[config.mk]
export PLATFORM = sky130hd
export DESIGN_NAME = bci_div
export DESIGN_NICKNAME = d
export VERILOG_FILES = /design/src/design/breakpoint_curve_interpolator_defines.svh /design/src/design/bci_pkg.sv /design/src/design/bci_div.sv
export SDC_FILE = /design/constraint.sdc
export NUM_CORES = 2
export LEC_CHECK = 0
export BUFFER_PORTS_ARGS = -buffer_cell sky130_fd_sc_hd__clkbuf_2
export CAP_MARGIN = 15
export CORE_ASPECT_RATIO = 0.7
export CORE_MARGIN = 5
export CORE_UTILIZATION = 60
export DETAILED_ROUTE_END_ITERATION = 8
export GPL_TIMING_DRIVEN = 0
export PLACE_DENSITY = 0.77
export SLEW_MARGIN = 10
export SYNTH_ARGS = -nofsm -noshare
export SYNTH_HDL_FRONTEND = slang
export SYNTH_SLANG_ARGS = --single-unit
[constraint.sdc]
create_clock -name clk -period 8.79 [get_ports clk]
set_clock_uncertainty 0.15 [all_clocks]
set_input_delay 1.758 -clock clk [delete_from_list [all_inputs] [get_ports clk]]
set_output_delay 1.758 -clock clk [all_outputs]
set_load 0.05 [all_outputs]
[src/design/breakpoint_curve_interpolator_defines.svh]
// Assertion macros for the breakpoint curve interpolator.
`ifndef BREAKPOINT_CURVE_INTERPOLATOR_DEFINES_SVH
`define BREAKPOINT_CURVE_INTERPOLATOR_DEFINES_SVH
`ifndef SYNTHESIS
`define BCI_ASSERT_IMP(lbl, pre, post) \
    lbl: assert property (@(posedge clk) disable iff (!rst_n) (pre) |-> (post)) \
        else $error("bci assertion failed");
`define BCI_ASSERT_NXT(lbl, pre, post) \
    lbl: assert property (@(posedge clk) disable iff (!rst_n) (pre) |=> (post)) \
        else $error("bci assertion failed");
`else
`define BCI_ASSERT_IMP(lbl, pre, post)
`define BCI_ASSERT_NXT(lbl, pre, post)
`endif
`endif

[src/design/bci_pkg.sv]
// Shared constants, codes and types of the breakpoint curve interpolator.
package bci_pkg;
    localparam int MAX_POINTS = 256;
    localparam int ADDR_W     = $clog2(MAX_POINTS);
    localparam int CNT_W      = $clog2(MAX_POINTS + 1);
    localparam int LH_W       = CNT_W + 1;
    localparam int DATA_W     = 32;
    localparam int ENTRY_W    = 2 * DATA_W;

    localparam logic [2:0] FN_CLEAR  = 3'd0;
    localparam logic [2:0] FN_INSERT = 3'd1;
    localparam logic [2:0] FN_APPEND = 3'd2;
    localparam logic [2:0] FN_EVAL   = 3'd3;
    localparam logic [2:0] FN_READ   = 3'd4;

    localparam logic [1:0] STAT_OK    = 2'd0;
    localparam logic [1:0] STAT_FULL  = 2'd1;
    localparam logic [1:0] STAT_RANGE = 2'd2;

    typedef enum logic [3:0] {
        ST_IDLE, ST_DISPATCH, ST_SCAN, ST_SHIFT, ST_WRITE, ST_EV_FIRST, ST_EV_LAST,
        ST_BS_ISSUE, ST_BS_MID, ST_BS_NXT, ST_INTERP, ST_DIV, ST_RD_WAIT, ST_RESP
    } state_t;

    typedef enum logic [2:0] {
        DV_IDLE, DV_MUL, DV_LOAD, DV_RUN, DV_DONE
    } div_state_t;

    typedef struct packed {
        logic              start;
        logic [DATA_W-1:0] mag_a;
        logic [DATA_W-1:0] mag_b;
        logic [DATA_W-1:0] divisor;
    } div_req_t;
endpackage

[src/design/bci_div.sv]
// Multiply then restoring divide: quotient of (mag_a * mag_b) / divisor.
module bci_div (
    input  logic                          clk,
    input  logic                          rst_n,
    input  bci_pkg::div_req_t             req,
    output logic                          done,
    output logic [bci_pkg::DATA_W-1:0]    quotient
);
    import bci_pkg::*;

    localparam int STEP_W = $clog2(DATA_W);

    div_state_t            dstate_reg, dstate_next;
    logic [STEP_W-1:0]     step_reg, step_next;
    logic [DATA_W-1:0]     a_reg, b_reg, div_reg;
    logic [2*DATA_W-1:0]   prod_reg;
    logic [DATA_W-1:0]     rem_reg, quo_reg;
    logic [DATA_W:0]       trial;
    logic [DATA_W:0]       diff;
    logic                  ge;

    assign trial    = {rem_reg, quo_reg[DATA_W-1]};
    assign ge       = trial >= {1'b0, div_reg};
    assign diff     = trial - {1'b0, div_reg};
    assign done     = (dstate_reg == DV_DONE);
    assign quotient = quo_reg;

    always_comb
    begin
        dstate_next = dstate_reg;
        step_next   = step_reg;
        case (dstate_reg)
            DV_IDLE:
            begin
                if (req.start)
                begin
                    dstate_next = DV_MUL;
                end
            end
            DV_MUL:  dstate_next = DV_LOAD;
            DV_LOAD:
            begin
                dstate_next = DV_RUN;
                step_next   = '0;
            end
            DV_RUN:
            begin
                step_next = step_reg + 1'b1;
                if (step_reg == STEP_W'(DATA_W - 1))
                begin
                    dstate_next = DV_DONE;
                end
            end
            DV_DONE: dstate_next = DV_IDLE;
            default: dstate_next = DV_IDLE;
        endcase
    end

    always_ff @(posedge clk or negedge rst_n)
    begin
        if (!rst_n)
        begin
            dstate_reg <= DV_IDLE;
            step_reg   <= '0;
        end
        else
        begin
            dstate_reg <= dstate_next;
            step_reg   <= step_next;
        end
    end

    always_ff @(posedge clk)
    begin
        if (dstate_reg == DV_IDLE && req.start)
        begin
            a_reg   <= req.mag_a;
            b_reg   <= req.mag_b;
            div_reg <= req.divisor;
        end
        if (dstate_reg == DV_MUL)
        begin
            prod_reg <= a_reg * b_reg;
        end
        if (dstate_reg == DV_LOAD)
        begin
            // high half is below the divisor, so the quotient fits one word
            rem_reg <= prod_reg[2*DATA_W-1:DATA_W];
            quo_reg <= prod_reg[DATA_W-1:0];
        end
        if (dstate_reg == DV_RUN)
        begin
            rem_reg <= ge ? diff[DATA_W-1:0] : trial[DATA_W-1:0];
            quo_reg <= {quo_reg[DATA_W-2:0], ge};
        end
    end
endmodule

### Yosys cells after proc, flatten, opt, wreduce, memory -nomap -nowiden

Cells that the tools add are included.

* add/sub/neg operators: 2
* multipliers: 1
* order comparisons: 1
* equal/unequal tests: 7
* multiplexer cells: 9
* reduce and logical (&&, ||, !) cells: 4

Operator list (number)
* 2-to-1 mux 32 bit: 5
* multiplier 32 x 32 -> 64 bit: 1
* >= comparator 33 x 32 -> 1 bit: 1
* subtractor 32 bit: 1
* one-hot mux 3 bit (4 select lines): 1
* one-hot mux 5 bit (2 select lines): 1
* equality test 3 x 2 -> 1 bit, second input constant: 2
* 2-to-1 mux 3 bit: 2
* adder 5 x 1 -> 5 bit, second input constant: 1
* equality test 5 bit, second input constant: 1
* inequality test 2 bit, second input constant: 2
* equality test 3 x 1 -> 1 bit, second input constant: 1
* equality test 3 bit, second input constant: 1
* zero test 3 bit: 1
* AND reduction 2 bit: 1
* nonzero test 2 bit: 1
* logical AND 1 bit: 1

* register bits: 232
* input bits: 99
* output and inout port bits: 33
* logic and storage cells: 32

### Logic depth before layout (Yosys ltp)

* depth after elaboration: 3
* depth in mapped cells: 30
* gate-level depth less buffers: 28

### Worst setup path before layout

Ideal clock, no wire load.

* path kind: input port to flip-flop
* start: input port req[96] in the netlist's numbering
* end: register a_reg[0], enable pin
* setup time: 0.668 ns
* arrival time: 8.312 ns
* required time: 7.972 ns
* path slack: -0.341 ns
* cell stages on the path: 2
* path buffers: 0
* cells stage by stage: nand2b_1 > nor3_1

* word-level cells in the longest chain between the ends: 1

Ends and longest elaborated chain
* from (decl): RTL line bci_div.sv:5 `input bci_pkg::div_req_t req,`
* logical AND 1 bit: RTL line bci_div.sv:75 `if (dstate_reg == DV_IDLE && req.start)`
* to (signal assigned): RTL line bci_div.sv:77 `a_reg <= req.mag_a;`
* to (decl): RTL line bci_div.sv:15 `logic [DATA_W-1:0] a_reg, b_reg, div_reg;`

No other way between the ends.
A chain may end at the register's enable or synchronous reset.

### Worst setup path in the final report

* start: register a_reg[8]
* end: register prod_reg[62], data pin

* word-level cells in the longest chain between the ends: 1

Ends and longest elaborated chain
* multiplier 32 x 32 -> 64 bit: RTL line bci_div.sv:83 `prod_reg <= a_reg * b_reg;`
* to (signal assigned): RTL line bci_div.sv:83
* to (decl): RTL line bci_div.sv:16 `logic [2*DATA_W-1:0] prod_reg;`

No other way between the ends.

==> impl_metrics.env <==
export IMPL_fill_cells=5938
export IMPL_violations="setup timing"
export IMPL_grt_ovfl_total=0
export IMPL_worst_pin_slew_ns=1.02
export IMPL_async_flop_share_pct=3.45
export IMPL_hold_viol_final=0
export IMPL_synth_area_per_cell_um2=9.69
export IMPL_syn_inst=4453
export IMPL_worstPathMaxFanout=10
export IMPL_grt_max_degree=67
export IMPL_final_cell_count_no_fill=5636
export IMPL_worst_r2r_path_depth=26
export IMPL_postRouteAntennaNets=0
export IMPL_syn_area_um2=43100
export IMPL_core_um2=71400
export IMPL_h_tree_depth=1
export IMPL_clock_fmax_mhz=114
export IMPL_layout_commonest_cell="inv_1"
export IMPL_relSlewSlack_pct=32.0
export IMPL_cp_end_kind="flip-flop"
export IMPL_p_int_mw=5.03
export IMPL_grt_pass1_vias=33648
export IMPL_worstHoldPathType="flip-flop to flip-flop"
export IMPL_synth_edff_count=224
export IMPL_ys_seq_elements=232
export IMPL_pwr_density_cell_nw_per_um2=219
export IMPL_grt_usage_pct=36.8
export IMPL_clk_pin_slew_worst_paths_ns=0.06
export IMPL_dpl_hpwl_um=115000
export IMPL_p_sw_mw=5.15
export IMPL_io_buffer_count=131
export IMPL_firstDrtPassIters=8
export IMPL_postRouteWirelength_um=140000
export IMPL_ctsHoldBuffers=0
export IMPL_rsz0062_at_grt="yes"
export IMPL_largest_register_ffs=64
export IMPL_start_kind="flip-flop"
export IMPL_top_level_ports=132
export IMPL_swShare_pct=50.6
export IMPL_yosysSeqAreaShare_pct=16.1
export IMPL_clock_power_share_pct=11.6
export IMPL_nNetsFinal=5930
export IMPL_clock_latency_ns=0.61
export IMPL_initial_core_util_pct=60.4
export IMPL_final_cell_mix="inv_1, fa_1, nand2_1, and2_1, ha_1"
export IMPL_die_width_um=330
export IMPL_status="finished with violations"
export IMPL_place_congestion=1.08
export IMPL_wl_per_cell_um=24.8
export IMPL_p_seq_share_pct=19.0
export IMPL_min_period_over_period_pct=100
export IMPL_dieArea_um2=77400
export IMPL_dp_cells=5562
export IMPL_drc=0
export IMPL_antenna_found_initial=16
export IMPL_num_vias=32784
export IMPL_clockRootBuffer="clkbuf_16"
export IMPL_die_h_um=234
export IMPL_final_min_clock_period_ns=8.80
export IMPL_ys_warn_count=0
export IMPL_hold_depth=2
export IMPL_required_ns=8.98
export IMPL_layout_drive_gt1_share_pct=8.23
export IMPL_synth_ff_type="edfxtp_1"
export IMPL_setup_viol=1
export IMPL_hold_path_startpoint="step_reg[4]"
export IMPL_worst_ep_arrival_time_ns=8.99
export IMPL_via_per_inst=5.82
export IMPL_synth_fp_nets=5746
export IMPL_pre_cts_ws_ns=-0.619
export IMPL_placementRows=82
export IMPL_clockBufferDepth=3
export IMPL_setup_tns_ns=-0.00623
export IMPL_reg2reg_slack_ns=-0.006
export IMPL_p_leak_nw=22.8
export IMPL_r2r_end="prod_reg[62]"
export IMPL_critPathKind="flip-flop to flip-flop"
export IMPL_worstReg2RegStart="a_reg[8]"
export IMPL_drv_slew=0
export IMPL_clock_sink_count=232
export IMPL_fin_ws_ns=-0.00623
export IMPL_drtIter0Drc=3594
export IMPL_peakVddDrop_v=0.000358
export IMPL_grt_pass1_wl_um=208000
export IMPL_comb_power_share_pct=69.5
export IMPL_cts_buffers=27
export IMPL_syn_to_final_growth_pct=7.90
export IMPL_min_to="step_reg[4]"
export IMPL_synth_cell_types=63
export IMPL_cts_tree="done"
export IMPL_drv_cap=0
[per-layer routing]
| metal | track usage, % | wire, um | vias to the layer above |
|---|---|---|---|
| li1 | - | - | 13777 |
| met1 | 49.7 | 52400 | 16333 |
| met2 | 51.2 | 56000 | 2220 |
| met3 | 17.0 | 22500 | 446 |
| met4 | 16.4 | 8390 | 8 |
| met5 | 1.18 | 310 | - |
[synthesized netlist by cell type, types with 3 or more instances]
cell type	instances	area, um2
nand3_1	23	115
o211a_1	3	30.0
edfxtp_1	224	6730
nand2_1	661	2480
mux2i_1	26	260
xnor2_1	61	534
nor2b_1	12	75.1
a21boi_0	3	22.5
nor2_1	63	236
o21ai_0	79	395
nor3_1	19	95.1
buf_2	5	25.0
ha_1	297	3720
and2_1	583	3650
dfrtp_1	8	200
a21oi_2	6	52.6
o21ai_1	9	45.0
and3_1	9	56.3
a211o_1	3	26.3
or3_1	6	37.5
a41oi_1	6	52.6
nand2b_1	7	43.8
o211ai_1	8	60.1
a311oi_1	3	26.3
a31oi_1	11	68.8
xor2_1	29	254
nand4_1	23	144
a21oi_1	112	561
o21bai_1	17	128
o21a_1	9	67.6
fa_1	897	18000
a21o_1	32	240
inv_1	916	3440
nor4_1	4	25.0
o31ai_1	8	60.1
clkbuf_1	235	882
[worst max-delay path by stage]
| stage | from | end | slack [ns] |
|---|---|---|---|
| 2_1_floorplan | b_reg[5] | prod_reg[59] | 1.45 |
| 3_5_place_dp | a_reg[17] | prod_reg[62] | -0.62 |
| 3_3_place_gp | a_reg[17] | prod_reg[62] | -0.61 |
| 6_report | a_reg[8] | prod_reg[62] | -0.006 |
| 5_1_grt | a_reg[8] | prod_reg[62] | -0.07 |
| 4_1_cts | b_reg[10] | prod_reg[62] | 0.002 |
[critical path, cell delays in order, from the launching register on]
cell and delay [ns]:
edfxtp_1 0.61, clkbuf_2 0.36, and2_1 0.26, fa_1 0.54, inv_1 0.06, fa_1 0.47
inv_1 0.05, fa_1 0.48, fa_1 0.62, fa_1 0.45, fa_1 0.46, fa_1 0.49
inv_1 0.05, fa_1 0.62, inv_1 0.07, ha_1 0.27, clkbuf_1 0.20, a21oi_1 0.31
o21ai_0 0.22, o311ai_2 0.48, nor3_2 0.16, o31ai_2 0.16, nand2_1 0.20, a21oi_1 0.32
o21ai_1 0.13, a31oi_1 0.22, xnor2_1 0.11
[stage by stage]
| stage | util [%] | total power [mW] | area, um2 | hold slack (ns) |
|---|---|---|---|---|
| final | 65.2 | 10.2 | 46500 | 0.329 |
| after global routing | 65.1 | 10.9 | 46500 | 0.360 |
| after CTS | 64.7 | 10.0 | 46200 | 0.331 |
| after detailed placement | 63.3 | 8.79 | 45200 | 0.317 |
| after global placement | 63.0 | 8.67 | 45000 | 0.312 |
| after floorplan | - | 6.83 | 43100 | 0.295 |
[area by class of cell]
cell class                      count  area (um2)  share of cell area [%]
Timing Repair Buffer              160         992                    2.13
Multi-Input combinational cell   3059       31900                    68.6
Tap cell                          966        1210                    2.60
Sequential cell                   232        6930                    14.9
Inverter                          916        3440                    7.39
Clock inverter                     21         214                   0.460
Antenna cell                       14        35.0                  0.0753
Clock buffer                       27         676                    1.45
Buffer                            241        1130                    2.44
[repair_timing]
action | in CTS | in global routing
buffers inserted | 6 | 11
gates resized for setup | 57 | 255
endpoints found under the setup margin | 22 | 20
pin swaps | 0 | 2
[logic make-up (layout without fill, tap and decap cells)]
kind of cell	count (synthesis)	count (layout)	synth area share, %
flip-flops	232	232	16.1
buffers and inverters	1162	1365	10.2
multiplexers	26	26	0.603
AND/OR/NAND/NOR	1418	1418	16.3
other	0	14	0
XOR/XNOR	90	90	1.83
AO/OA/AOI/OAI	331	331	4.80
adder cells (fa/ha/maj)	1194	1194	50.2
[power by group through the flow]
stage / Sequential, mW / Clock [mW] / Combinational, mW
global route: 1.95 / 1.25 / 7.71
finish: 1.93 / 1.18 / 7.07
floorplan: 2.18 / 0 / 4.65
CTS: 1.93 / 1.21 / 6.91
global placement: 1.95 / 0 / 6.72
detailed placement: 1.95 / 0 / 6.84
No activity file was read; power rests on OpenSTA's default activity.
